==> config.mk <==
export PLATFORM = sky130hd
export DESIGN_NAME = resp_request_tokenizer_core
export DESIGN_NICKNAME = d
export VERILOG_FILES = /design/src/rtl/core/rrt_pkg.sv /design/src/rtl/core/rrt_parse.sv /design/src/rtl/core/resp_request_tokenizer_core.sv
export SDC_FILE = /design/constraint.sdc
export NUM_CORES = 1
export LEC_CHECK = 0
export BUFFER_PORTS_ARGS = -buffer_cell sky130_fd_sc_hd__buf_2
export CORE_UTILIZATION = 45
export CTS_CLUSTER_DIAMETER = 80
export CTS_CLUSTER_SIZE = 14
export DETAILED_ROUTE_END_ITERATION = 7
export PLACE_DENSITY_LB_ADDON = 0.12
export SLEW_MARGIN = 25
export SYNTH_ARGS = -nofsm -noshare
export SYNTH_HDL_FRONTEND = slang
export SYNTH_HIERARCHICAL = 1
export SYNTH_SLANG_ARGS = --single-unit
==> constraint.sdc <==
create_clock -name aclk -period 12.42 [get_ports aclk]
set_input_delay 0.621 -clock aclk [delete_from_list [all_inputs] [get_ports aclk]]
set_output_delay 0.621 -clock aclk [all_outputs]
set_load 0.05 [all_outputs]
==> src/rtl/core/rrt_pkg.sv <==
// shared types and constants for the request tokenizer
// no dependencies; imported by rrt_parse and resp_request_tokenizer_core
`timescale 1ns / 1ps
`default_nettype none

package rrt_pkg;

    // default sizing
    localparam int RRT_LEN_BITS   = 24;
    localparam int RRT_MAX_TOKENS = 1024;

    // characters that steer the parser
    localparam logic [7:0] CH_STAR   = 8'd42;
    localparam logic [7:0] CH_DOLLAR = 8'd36;
    localparam logic [7:0] CH_CR     = 8'd13;
    localparam logic [7:0] CH_LF     = 8'd10;
    localparam logic [7:0] CH_SPACE  = 8'd32;
    localparam logic [7:0] CH_TAB    = 8'd9;
    localparam logic [1:0] SKIP_BYTES = 2'd2;

    // parser phase
    typedef enum logic [3:0] {
        PH_START   = 4'd0,
        PH_COUNT   = 4'd1,
        PH_DOLLAR  = 4'd2,
        PH_LEN     = 4'd3,
        PH_PAYLOAD = 4'd4,
        PH_SKIP    = 4'd5,
        PH_DONE    = 4'd6,
        PH_INLINE  = 4'd7,
        PH_STOP    = 4'd8
    } rrt_phase_t;

    // summary status codes
    typedef enum logic [1:0] {
        ST_OK       = 2'd0,
        ST_FORMAT   = 2'd1,
        ST_EARLY    = 2'd2,
        ST_OVERFLOW = 2'd3
    } rrt_status_t;

    // result kinds
    localparam logic KIND_PAYLOAD = 1'b0;
    localparam logic KIND_SUMMARY = 1'b1;

    // input word
    typedef struct packed {
        logic [7:0] in_byte;
        logic       end_of_message;
    } rrt_in_t;

    // result word
    typedef struct packed {
        logic        kind;
        logic [7:0]  out_byte;
        logic [9:0]  token_index;
        logic        token_first;
        logic        token_done;
        logic [10:0] token_count;
        logic [1:0]  status;
        logic        last;
    } rrt_out_t;

    // which result words one input byte produces
    typedef struct packed {
        logic pay_valid;
        logic sum_valid;
    } rrt_push_t;

endpackage

`default_nettype wire

==> src/rtl/core/rrt_parse.sv <==
// parser state and per-byte next-state logic for the request tokenizer
// depends on rrt_pkg; produces up to two result words per accepted byte
`timescale 1ns / 1ps
`default_nettype none

module rrt_parse #(
    parameter int LEN_BITS   = rrt_pkg::RRT_LEN_BITS,
    parameter int MAX_TOKENS = rrt_pkg::RRT_MAX_TOKENS
) (
    input  wire logic             aclk,
    input  wire logic             aresetn,
    input  wire logic             accept,
    input  wire rrt_pkg::rrt_in_t in_word,
    output rrt_pkg::rrt_push_t    push,
    output rrt_pkg::rrt_out_t     pay_word,
    output rrt_pkg::rrt_out_t     sum_word
);
    import rrt_pkg::*;

    localparam int CNT_W  = $clog2(MAX_TOKENS + 1);
    localparam int ACC_W  = (LEN_BITS > CNT_W) ? LEN_BITS : CNT_W;
    localparam int ACC_XW = ACC_W + 4;
    localparam logic [ACC_XW-1:0] CNT_LIMIT = ACC_XW'(MAX_TOKENS);
    localparam logic [ACC_XW-1:0] LEN_LIMIT = (ACC_XW'(1) << LEN_BITS) - ACC_XW'(1);
    localparam logic [CNT_W-1:0]  CNT_MAX   = CNT_W'(MAX_TOKENS);

    rrt_phase_t          phase_reg, phase_next;
    logic                inline_mode_reg, inline_mode_next;
    logic [ACC_W-1:0]    acc_reg, acc_next;
    logic                saw_digit_reg, saw_digit_next;
    logic                saw_cr_reg, saw_cr_next;
    logic [CNT_W-1:0]    elements_reg, elements_next;
    logic [LEN_BITS-1:0] bytes_left_reg, bytes_left_next;
    logic [1:0]          skip_reg, skip_next;
    logic [CNT_W-1:0]    tokens_reg, tokens_next;
    logic                in_token_reg, in_token_next;
    rrt_status_t         error_reg, error_next;

    logic [7:0]        b;
    logic              eom;
    logic              is_digit;
    logic              is_ws;
    logic [ACC_XW-1:0] acc_ext;
    logic [ACC_XW-1:0] acc_cand;
    logic [ACC_XW-1:0] num_limit;

    // number line step
    logic              num_done;
    rrt_status_t       num_err;
    logic [ACC_W-1:0]  num_acc;
    logic              num_sd;
    logic              num_sc;

    // payload word parts
    logic              pay_valid;
    logic              pay_first;
    logic              pay_done;
    logic [LEN_BITS-1:0] bl_dec;
    logic [1:0]        skip_dec;
    rrt_status_t       sum_status;

    assign b        = in_word.in_byte;
    assign eom      = in_word.end_of_message;
    assign is_digit = (b >= 8'd48) && (b <= 8'd57);
    assign is_ws    = (b == CH_SPACE) || ((b >= CH_TAB) && (b <= CH_CR));

    // acc * 10 + digit by shift and add
    assign acc_ext   = ACC_XW'(acc_reg);
    assign acc_cand  = (acc_ext << 3) + (acc_ext << 1) + ACC_XW'(b[3:0]);
    assign num_limit = (phase_reg == PH_COUNT) ? CNT_LIMIT : LEN_LIMIT;

    // decimal digits terminated by cr lf
    always_comb begin
        num_done = 1'b0;
        num_err  = ST_OK;
        num_acc  = acc_reg;
        num_sd   = saw_digit_reg;
        num_sc   = saw_cr_reg;
        if (saw_cr_reg) begin
            if (b == CH_LF && saw_digit_reg) begin
                num_done = 1'b1;
            end else begin
                num_err = ST_FORMAT;
            end
        end else if (is_digit) begin
            if (acc_cand > num_limit) begin
                num_err = ST_OVERFLOW;
            end else begin
                num_acc = acc_cand[ACC_W-1:0];
                num_sd  = 1'b1;
            end
        end else if (b == CH_CR) begin
            num_sc = 1'b1;
        end else begin
            num_err = ST_FORMAT;
        end
    end

    assign bl_dec   = bytes_left_reg - LEN_BITS'(1);
    assign skip_dec = (skip_reg != 2'd0) ? skip_reg - 2'd1 : skip_reg;

    // next state for one byte
    always_comb begin
        phase_next       = phase_reg;
        inline_mode_next = inline_mode_reg;
        acc_next         = acc_reg;
        saw_digit_next   = saw_digit_reg;
        saw_cr_next      = saw_cr_reg;
        elements_next    = elements_reg;
        bytes_left_next  = bytes_left_reg;
        skip_next        = skip_reg;
        tokens_next      = tokens_reg;
        in_token_next    = in_token_reg;
        error_next       = error_reg;
        pay_valid        = 1'b0;
        pay_first        = 1'b0;
        pay_done         = 1'b0;
        sum_status       = ST_OK;

        case (phase_reg)
            PH_START, PH_INLINE: begin
                if (phase_reg == PH_START && b == CH_STAR) begin
                    phase_next     = PH_COUNT;
                    acc_next       = '0;
                    saw_digit_next = 1'b0;
                    saw_cr_next    = 1'b0;
                end else begin
                    inline_mode_next = 1'b1;
                    phase_next       = PH_INLINE;
                    if (is_ws) begin
                        if (in_token_reg) begin
                            in_token_next = 1'b0;
                            tokens_next   = tokens_reg + CNT_W'(1);
                        end
                    end else if (!in_token_reg && tokens_reg >= CNT_MAX) begin
                        error_next = ST_OVERFLOW;
                        phase_next = PH_STOP;
                    end else begin
                        pay_valid     = 1'b1;
                        pay_first     = !in_token_reg;
                        pay_done      = eom;
                        in_token_next = 1'b1;
                        if (eom) begin
                            in_token_next = 1'b0;
                            tokens_next   = tokens_reg + CNT_W'(1);
                        end
                    end
                end
            end
            PH_COUNT: begin
                acc_next       = num_acc;
                saw_digit_next = num_sd;
                saw_cr_next    = num_sc;
                if (num_err != ST_OK) begin
                    error_next = num_err;
                    phase_next = PH_STOP;
                end else if (num_done) begin
                    elements_next  = acc_reg[CNT_W-1:0];
                    acc_next       = '0;
                    saw_digit_next = 1'b0;
                    saw_cr_next    = 1'b0;
                    phase_next     = (acc_reg == '0) ? PH_DONE : PH_DOLLAR;
                end
            end
            PH_DOLLAR: begin
                if (b == CH_DOLLAR) begin
                    phase_next     = PH_LEN;
                    acc_next       = '0;
                    saw_digit_next = 1'b0;
                    saw_cr_next    = 1'b0;
                end else begin
                    error_next = ST_FORMAT;
                    phase_next = PH_STOP;
                end
            end
            PH_LEN: begin
                acc_next       = num_acc;
                saw_digit_next = num_sd;
                saw_cr_next    = num_sc;
                if (num_err != ST_OK) begin
                    error_next = num_err;
                    phase_next = PH_STOP;
                end else if (num_done) begin
                    bytes_left_next = acc_reg[LEN_BITS-1:0];
                    acc_next        = '0;
                    saw_digit_next  = 1'b0;
                    saw_cr_next     = 1'b0;
                    if (acc_reg == '0) begin
                        // empty token completes on the lf
                        tokens_next   = tokens_reg + CNT_W'(1);
                        elements_next = (elements_reg != '0) ?
                                        elements_reg - CNT_W'(1) : elements_reg;
                        in_token_next = 1'b0;
                        phase_next    = PH_SKIP;
                        skip_next     = SKIP_BYTES;
                    end else begin
                        phase_next    = PH_PAYLOAD;
                        in_token_next = 1'b0;
                    end
                end
            end
            PH_PAYLOAD: begin
                pay_valid       = 1'b1;
                pay_first       = !in_token_reg;
                pay_done        = (bl_dec == '0);
                in_token_next   = 1'b1;
                bytes_left_next = bl_dec;
                if (bl_dec == '0) begin
                    tokens_next   = tokens_reg + CNT_W'(1);
                    elements_next = (elements_reg != '0) ?
                                    elements_reg - CNT_W'(1) : elements_reg;
                    in_token_next = 1'b0;
                    phase_next    = PH_SKIP;
                    skip_next     = SKIP_BYTES;
                end
            end
            PH_SKIP: begin
                skip_next = skip_dec;
                if (skip_dec == 2'd0) begin
                    phase_next = (elements_reg != '0) ? PH_DOLLAR : PH_DONE;
                end
            end
            default: begin
            end
        endcase

        // end of request: summary status, then back to reset state
        if (eom) begin
            if (error_next != ST_OK) begin
                sum_status = error_next;
            end else if (inline_mode_next) begin
                sum_status = ST_OK;
            end else if (elements_next == '0 &&
                         (phase_next == PH_SKIP || phase_next == PH_DONE)) begin
                sum_status = ST_OK;
            end else begin
                sum_status = ST_EARLY;
            end
        end
    end

    // result words
    always_comb begin
        pay_word             = '0;
        pay_word.kind        = KIND_PAYLOAD;
        pay_word.out_byte    = b;
        pay_word.token_index = 10'(tokens_reg);
        pay_word.token_first = pay_first;
        pay_word.token_done  = pay_done;
        pay_word.last        = !eom;

        sum_word             = '0;
        sum_word.kind        = KIND_SUMMARY;
        sum_word.token_count = 11'(tokens_next);
        sum_word.status      = sum_status;
        sum_word.last        = 1'b1;

        push.pay_valid = accept && pay_valid;
        push.sum_valid = accept && eom;
    end

    // state registers
    always_ff @(posedge aclk) begin
        if (!aresetn || (accept && eom)) begin
            phase_reg       <= PH_START;
            inline_mode_reg <= 1'b0;
            acc_reg         <= '0;
            saw_digit_reg   <= 1'b0;
            saw_cr_reg      <= 1'b0;
            elements_reg    <= '0;
            bytes_left_reg  <= '0;
            skip_reg        <= 2'd0;
            tokens_reg      <= '0;
            in_token_reg    <= 1'b0;
            error_reg       <= ST_OK;
        end else if (accept) begin
            phase_reg       <= phase_next;
            inline_mode_reg <= inline_mode_next;
            acc_reg         <= acc_next;
            saw_digit_reg   <= saw_digit_next;
            saw_cr_reg      <= saw_cr_next;
            elements_reg    <= elements_next;
            bytes_left_reg  <= bytes_left_next;
            skip_reg        <= skip_next;
            tokens_reg      <= tokens_next;
            in_token_reg    <= in_token_next;
            error_reg       <= error_next;
        end
    end

endmodule

`default_nettype wire

==> src/rtl/core/resp_request_tokenizer_core.sv <==
// request tokenizer top level: parser plus a four-word result queue
// result words are written into the queue when their byte is accepted and leave it in order
// throughput: one byte per cycle while s_ready is high; a byte that ends a request also yields a
// summary word, so that byte pushes two words into the queue
// s_ready drops only when fewer than two queue slots are free
// reset (aresetn low, synchronous) returns the parser to start of request and empties the queue
`timescale 1ns / 1ps
`default_nettype none

module resp_request_tokenizer_core #(
    parameter int LEN_BITS   = rrt_pkg::RRT_LEN_BITS,
    parameter int MAX_TOKENS = rrt_pkg::RRT_MAX_TOKENS
) (
    input  wire logic             aclk,
    input  wire logic             aresetn,
    input  wire logic             s_valid,
    output logic                  s_ready,
    input  wire rrt_pkg::rrt_in_t s_data,
    output logic                  m_valid,
    input  wire logic             m_ready,
    output rrt_pkg::rrt_out_t     m_data
);
    import rrt_pkg::*;

    localparam int QDEPTH = 4;
    localparam int QPTR_W = $clog2(QDEPTH);
    localparam int QCNT_W = $clog2(QDEPTH + 1);

    logic       accept;
    rrt_push_t  push;
    rrt_out_t   pay_word;
    rrt_out_t   sum_word;

    rrt_out_t          q_reg [QDEPTH];
    logic [QPTR_W-1:0] head_reg, head_next;
    logic [QPTR_W-1:0] tail_reg, tail_next;
    logic [QCNT_W-1:0] count_reg, count_next;
    logic [QPTR_W-1:0] sum_slot;
    logic              pop;

    assign accept = s_valid && s_ready;

    rrt_parse #(
        .LEN_BITS   (LEN_BITS),
        .MAX_TOKENS (MAX_TOKENS)
    ) u_parse (
        .aclk     (aclk),
        .aresetn  (aresetn),
        .accept   (accept),
        .in_word  (s_data),
        .push     (push),
        .pay_word (pay_word),
        .sum_word (sum_word)
    );

    // queue control: room for two words keeps the input open
    assign s_ready  = (count_reg <= QCNT_W'(QDEPTH - 2));
    assign m_valid  = (count_reg != '0);
    assign m_data   = q_reg[head_reg];
    assign pop      = m_valid && m_ready;
    assign sum_slot = tail_reg + QPTR_W'(push.pay_valid);

    always_comb begin
        head_next  = head_reg + QPTR_W'(pop);
        tail_next  = tail_reg + QPTR_W'(push.pay_valid) + QPTR_W'(push.sum_valid);
        count_next = count_reg + QCNT_W'(push.pay_valid) + QCNT_W'(push.sum_valid)
                     - QCNT_W'(pop);
    end

    // queue pointers
    always_ff @(posedge aclk) begin
        if (!aresetn) begin
            head_reg  <= '0;
            tail_reg  <= '0;
            count_reg <= '0;
        end else begin
            head_reg  <= head_next;
            tail_reg  <= tail_next;
            count_reg <= count_next;
        end
    end

    // queue storage, payload word ahead of summary word
    always_ff @(posedge aclk) begin
        if (push.pay_valid) begin
            q_reg[tail_reg] <= pay_word;
        end
        if (push.sum_valid) begin
            q_reg[sum_slot] <= sum_word;
        end
    end

endmodule

`default_nettype wire

**After elaboration in Yosys (flattened, before gate mapping)**

Memories as Yosys holds them, arrays and structs flattened. A register that Yosys moved wholly into a read port is not among the register bits.
Cells that the tools add are included.

- Add/subtract/negate cells: 12
- Equality and inequality tests: 21
- Reductions and logical operators: 36
- Magnitude comparators: 7
- Multiplexer cells: 108

Operators by type and width:

| operator | count |
|---|---|
| 24-bit 2-to-1 mux | 10 |
| 11-bit 2-to-1 mux | 16 |
| 24-bit one-hot mux with 3 select lines | 1 |
| 11-bit one-hot mux with 3 select lines | 2 |
| 24-bit logical NOT | 2 |
| 24-bit one-hot mux with 2 select lines | 1 |
| 4-bit 2-to-1 mux | 10 |
| 1-bit 2-to-1 mux | 39 |
| 2-bit 2-to-1 mux | 18 |
| 27-bit by 25-bit adder with 28-bit output | 1 |
| 28-bit by 4-bit adder with 28-bit output | 1 |
| 28-bit > comparator | 1 |
| 8-bit by 6-bit == test with 1-bit output (second input constant) | 3 |
| 4-bit one-hot mux with 6 select lines | 1 |
| 24-bit by 1-bit subtractor with 24-bit output (second input constant) | 1 |
| 4-bit by 3-bit == test with 1-bit output (second input constant) | 5 |
| 8-bit by 4-bit == test with 1-bit output (second input constant) | 2 |
| 2-bit one-hot mux with 3 select lines | 2 |
| 6-bit AND reduction | 2 |
| 3-bit nonzero test | 4 |
| 11-bit by 1-bit adder with 11-bit output (second input constant) | 1 |
| 11-bit >= comparator (second input constant) | 1 |
| 11-bit logical NOT | 1 |
| 11-bit nonzero test | 1 |
| 26 further kinds | 58 |

- Output and inout bits: 37
- Input bits: 13
- Register bits after elaboration: 89
- Bits in writable memories: 140
- Memories: 1

Memory list:

| memory | depth | width | read ports | clocked after memory_dff | write ports | RTL line | text |
|---|---|---|---|---|---|---|---|
| q_reg | 4 | 35 | 1 | 1 | 2 | resp_request_tokenizer_core.sv:34 | `rrt_out_t q_reg [QDEPTH];` |

**Depth between registers and ports, before layout**

- Depth in word-level cells: 16
- Gate-level depth with buffers: 29

**Modules after synthesis**

The synthesis kept the hierarchy.

By module, submodules not included:

| module | area an instance (µm²) | instances | cells an instance | seq. area each (µm²) |
|---|---|---|---|---|
| rrt_parse | 8856.0 | 1 | 1248 | 1641.6 |
| resp_request_tokenizer_core | 7185.6 | 1 | 385 | 4344.2 |

**Least setup slack after synthesis**

Ideal clock, no wire load.

- Path type: input to register
- From: input port s_data[4] (netlist bit)
- To: memory q_reg[2][2] (netlist bit) (data pin)
- Data required time: 12.160 ns
- Cell stages on the path: 28
- Data arrival time: 6.349 ns
- Library setup time: 0.260 ns
- Setup slack: 5.811 ns
- Path through: inv_1 fa_1 inv_1 fa_1 a211o_1 a211o_1 and3_1 o21a_1 o21a_1 o21ai_0 a21boi_0 o21a_1 o21ai_0 o31a_1 ha_1 a21oi_1 nand2_1 a211o_1 nor3_1 a211oi_1 a2111oi_0 a21oi_1 buf_2 a211oi_2 o211ai_1 a2111oi_0 a31oi_1 mux2_2

RTL lines:

| element | RTL line | text |
|---|---|---|
| from (decl) | resp_request_tokenizer_core.sv:18 | `input wire rrt_pkg::rrt_in_t s_data,` |
| to (decl) | resp_request_tokenizer_core.sv:34 |  |

**Worst setup path in the final report**

- From: register u_parse.acc_reg[0]
- To: register u_parse.bytes_left_reg[19]

- Cells in the longest elaborated chain, start to end: 9

Ends and longest elaborated chain:

| element | RTL line | text |
|---|---|---|
| from (decl) | rrt_parse.sv:29 | `logic [ACC_W-1:0] acc_reg, acc_next;` |
| from (signal assigned) | rrt_parse.sv:279 | `acc_reg <= acc_next;` |
| 27-bit by 25-bit adder with 28-bit output | rrt_parse.sv:69 | `assign acc_cand = (acc_ext << 3) + (acc_ext << 1) + ACC_XW'(b[3:0]);` |
| 28-bit by 4-bit adder with 28-bit output | rrt_parse.sv:69 |  |
| 28-bit > comparator | rrt_parse.sv:86 | `if (acc_cand > num_limit) begin` |
| 2-bit 2-to-1 mux | rrt_parse.sv:86 |  |
| 2-bit 2-to-1 mux | rrt_parse.sv:85 | `end else if (is_digit) begin` |
| 2-bit 2-to-1 mux | rrt_parse.sv:79 | `if (saw_cr_reg) begin` |
| 2-bit nonzero test | rrt_parse.sv:180 | `if (num_err != ST_OK) begin` |
| 2-bit inequality test (no line) | -- |  |
| 4-bit AND reduction (no line) | -- |  |
| to (signal assigned) | rrt_parse.sv:283 | `bytes_left_reg <= bytes_left_next;` |
| to (decl) | rrt_parse.sv:33 | `logic [LEN_BITS-1:0] bytes_left_reg, bytes_left_next;` |

Every way passes these cells.
A chain may end at the register's enable or synchronous reset.

==> metrics.md <==
| Metric | Value |
|---|---|
| Overflow after GRT | 0 |
| Post-CTS sizing | 0 |
| Synth top area share | 26.2% |
| Max-cap violation count | 0 |
| Setup bufs post-CTS | 0 |
| Drt total wl | 43.5 mm |
| PwrDens | 187 mW/mm² |
| CTS sink cnt | 229 |
| Layout cells sized above 1 | 18.9% |
| Area of the multi-input gates | 0.00923 mm² |
| LEAKAGE | approximately 6.4 nW |
| Avg Inst Size Synth | 9.82 µm² |
| WL per Instance | roughly 21 µm |
| Max-slew headroom at the worst pin | 36.0% |
| DR vias | 12,700 |
| Slew @ Worst Pin | 0.956 ns |
| Crit path required time | 12.83 ns |
| Async set-reset flop share out of synthesis | 0% |
| Clk root buf | clkbuf_16 |
| RSZ-0062 raised after global routing | false |
| Detail Route Antenna Nets | 0 |
| Area leader, netlist | edfxtp_1 |
| Initial antenna violation count | 1 |
| Ys flop type | edfxtp_1 |
| CTS H-tree lvls | 1 |
| Post-synth EDFFs | 140 |
| Crit path arrival time | around 7.6 ns |
| Final Hold Slack | between 0.4 and 0.5 ns |
| Most frequent cell after synthesis | nor2_1 |
| Fillcell total | between 3,000 and 4,000 |
| DIE AREA | around 0.036 mm² |
| Synth warnings | 6 |
| Most used cell along the critical path | o21ai_0 |
| FF/Latch Area | approximately 0.0060 mm² |
| Setup Viol. Count Final | 0 |
| Post-Syn Instances | 1,633 |
| Number of buffers created by CTS | 20 |
| Iter 0 DRT Violations | approximately 990 |
| Worst skew pair latency | a little over 0.5 ns |
| Synth cell types | between 80 and 90 |
| CORE AREA | 0.0348 mm² |
| TritonCTS clock tree | yes |
| Critical Path Fanout Max | 14 |
| Crit path capture type | register |
| Setup TNS | 0 ns |
| Status | complete, no violations |
| FF+latch count, synth | 229 |
| Drt pass-1 iters | 5 |
| Clock Skew | 0.0133 ns |
| Post-DP HPWL | about 30 mm |
| Crit start category | register |
| Fin. Hold Viols | 0 |
| Layout Nets | ~1,700 |
| Final Critical Period | 7.15 ns |
| Cell Area, Synth | 0.0160 mm² |
| Area Overhead vs Synth | 5.83% |
| Chip height | 191 µm |
| CP max-delay cell | and2_1 |
| Clk buf depth | 3 |
| Vias per cell | 6.11 |
| Port bufs | 49 |
| Hold Path Class | primary input to register |
| Top achievable clock speed | 140 MHz |
| Slowest stage delay, CP | approximately 0.54 ns |
| Worst vdd ir | 0.230 mV |
| Period utilization | between 50% and 60% |
| Remaining DRCs | 0 |
| CTS Hold Bufs | 0 |
| Clock-pin slew on the worst setup and hold paths | 0.08 ns |
| Largest register FFs | 140 |
| Largest net degree at the start of global routing | about 60 |
| Ports | 50 |
| Slew Viols, Final | 0 |
| Commonest cells in the netlist | nor2_1, edfxtp_1, mux2_2 |
| Starting Density | between 40% and 50% |
| Vias in the first global route | 12,300 |
| Synth top area cells | edfxtp_1, dfxtp_1, mux2_2 |
| Global Route Usage Sum | a little under a quarter |
| Site row count | slightly below 70 |
| Post-synthesis sequential area ratio | between 30% and 40% |
| Worst setup path class | register to register |
| Horiz. Die Dim | ~190 µm |
| First-pass GRT wire length | 69.0 mm |
| GP Congestion | 0.897 |
-- area by class of cell --
type	instances	area share, %
well taps	455	3.35
repair buffers	71	2.54
flip-flops and latches	229	35.3
multi-input cells	1245	54.3
inverters	36	0.796
clock buffers	36	3.67
diodes	1	0.0147
-- cell families after synthesis --
| kind of cell | after synthesis | share of synthesized area [%] |
|---|---|---|
| adders and majority gates | 83 | 6.66 |
| DFF | 229 | 37.3 |
| other | 2 | 0.0468 |
| and+or+nand+nor | 507 | 15.8 |
| AOI/OAI and AO/OA | 382 | 15.4 |
| xor gates and xnor gates | 47 | 2.66 |
| muxes | 190 | 15.7 |
| buffers and inverters | 193 | 6.43 |
-- layer usage --
metal,vias to the layer above,track usage (%),routed length [µm]
met5,-,0,0
met3,77,2.37,2080
li1,6033,-,-
met4,0,6.25,1060
met2,364,41.7,21200
met1,6189,31.3,19200
-- critical path, delay by kind of cell, from the launching register on --
family	cells	cell delay, ns
AO/OA/AOI/OAI	17	3.64
adder cells (fa/ha/maj)	3	1.23
AND/OR/NAND/NOR	4	0.98
buffers and inverters	4	0.69
flip-flops	1	0.50
-- worst paths after layout --
| path | endpoint | cells after the start | slack (ns) | start |
|---|---|---|---|---|
| setup / recovery | u_parse/bytes_left_reg[19] | 28 | 5.27 | u_parse/acc_reg[0] |
| hold / removal | head_reg[1] | 2 | 0.48 | aresetn |
| setup reg to reg | u_parse/bytes_left_reg[19] | 28 | 5.27 | u_parse/acc_reg[0] |
| hold reg to reg | u_parse/saw_digit_reg | 2 | 0.50 | u_parse/saw_digit_reg |
-- stage by stage --
step	worst slack (ns)	cells	utilization, %	area [µm²]	power (W)
2_1_floorplan	5.81	1667	-	16200	0.00222
3_3_place_gp	5.16	2035	46.9	16300	0.00255
3_5_place_dp	5.03	2035	46.9	16300	0.00256
4_1_cts	5.28	2071	48.7	16900	0.00319
5_1_grt	4.70	2073	48.8	17000	0.00335
6_report	5.27	2073	48.8	17000	0.00317
-- report_power, final --
part           leakage, nW  switching [W]  internal, W
combinational         4.09       0.000972     0.000504
clock                0.300       0.000283     0.000339
sequential            2.01      0.0000829     0.000989
total                 6.40        0.00134      0.00183
-- cells in the final DEF (no fill, tap or decap), types with 22 or more instances in the layout --
| cell type | synthesis | layout |
|---|---|---|
| nor4_1 | 24 | 24 |
| xnor2_1 | 31 | 31 |
| clkbuf_16 | 0 | 22 |
| buf_2 | 14 | 49 |
| inv_1 | 36 | 36 |
| nor3_1 | 33 | 33 |
| a22oi_1 | 30 | 30 |
| mux4_2 | 35 | 35 |
| nand3_1 | 43 | 43 |
| mux2_2 | 139 | 139 |
| a21oi_1 | 114 | 114 |
| dfxtp_1 | 89 | 87 |
| conb_1 | 2 | 36 |
| nand2_1 | 110 | 108 |
| nor2_1 | 152 | 152 |
| edfxtp_1 | 140 | 140 |
| o21ai_0 | 76 | 76 |
| ha_1 | 79 | 79 |
Note: power is estimated with default switching activity, not from simulation.
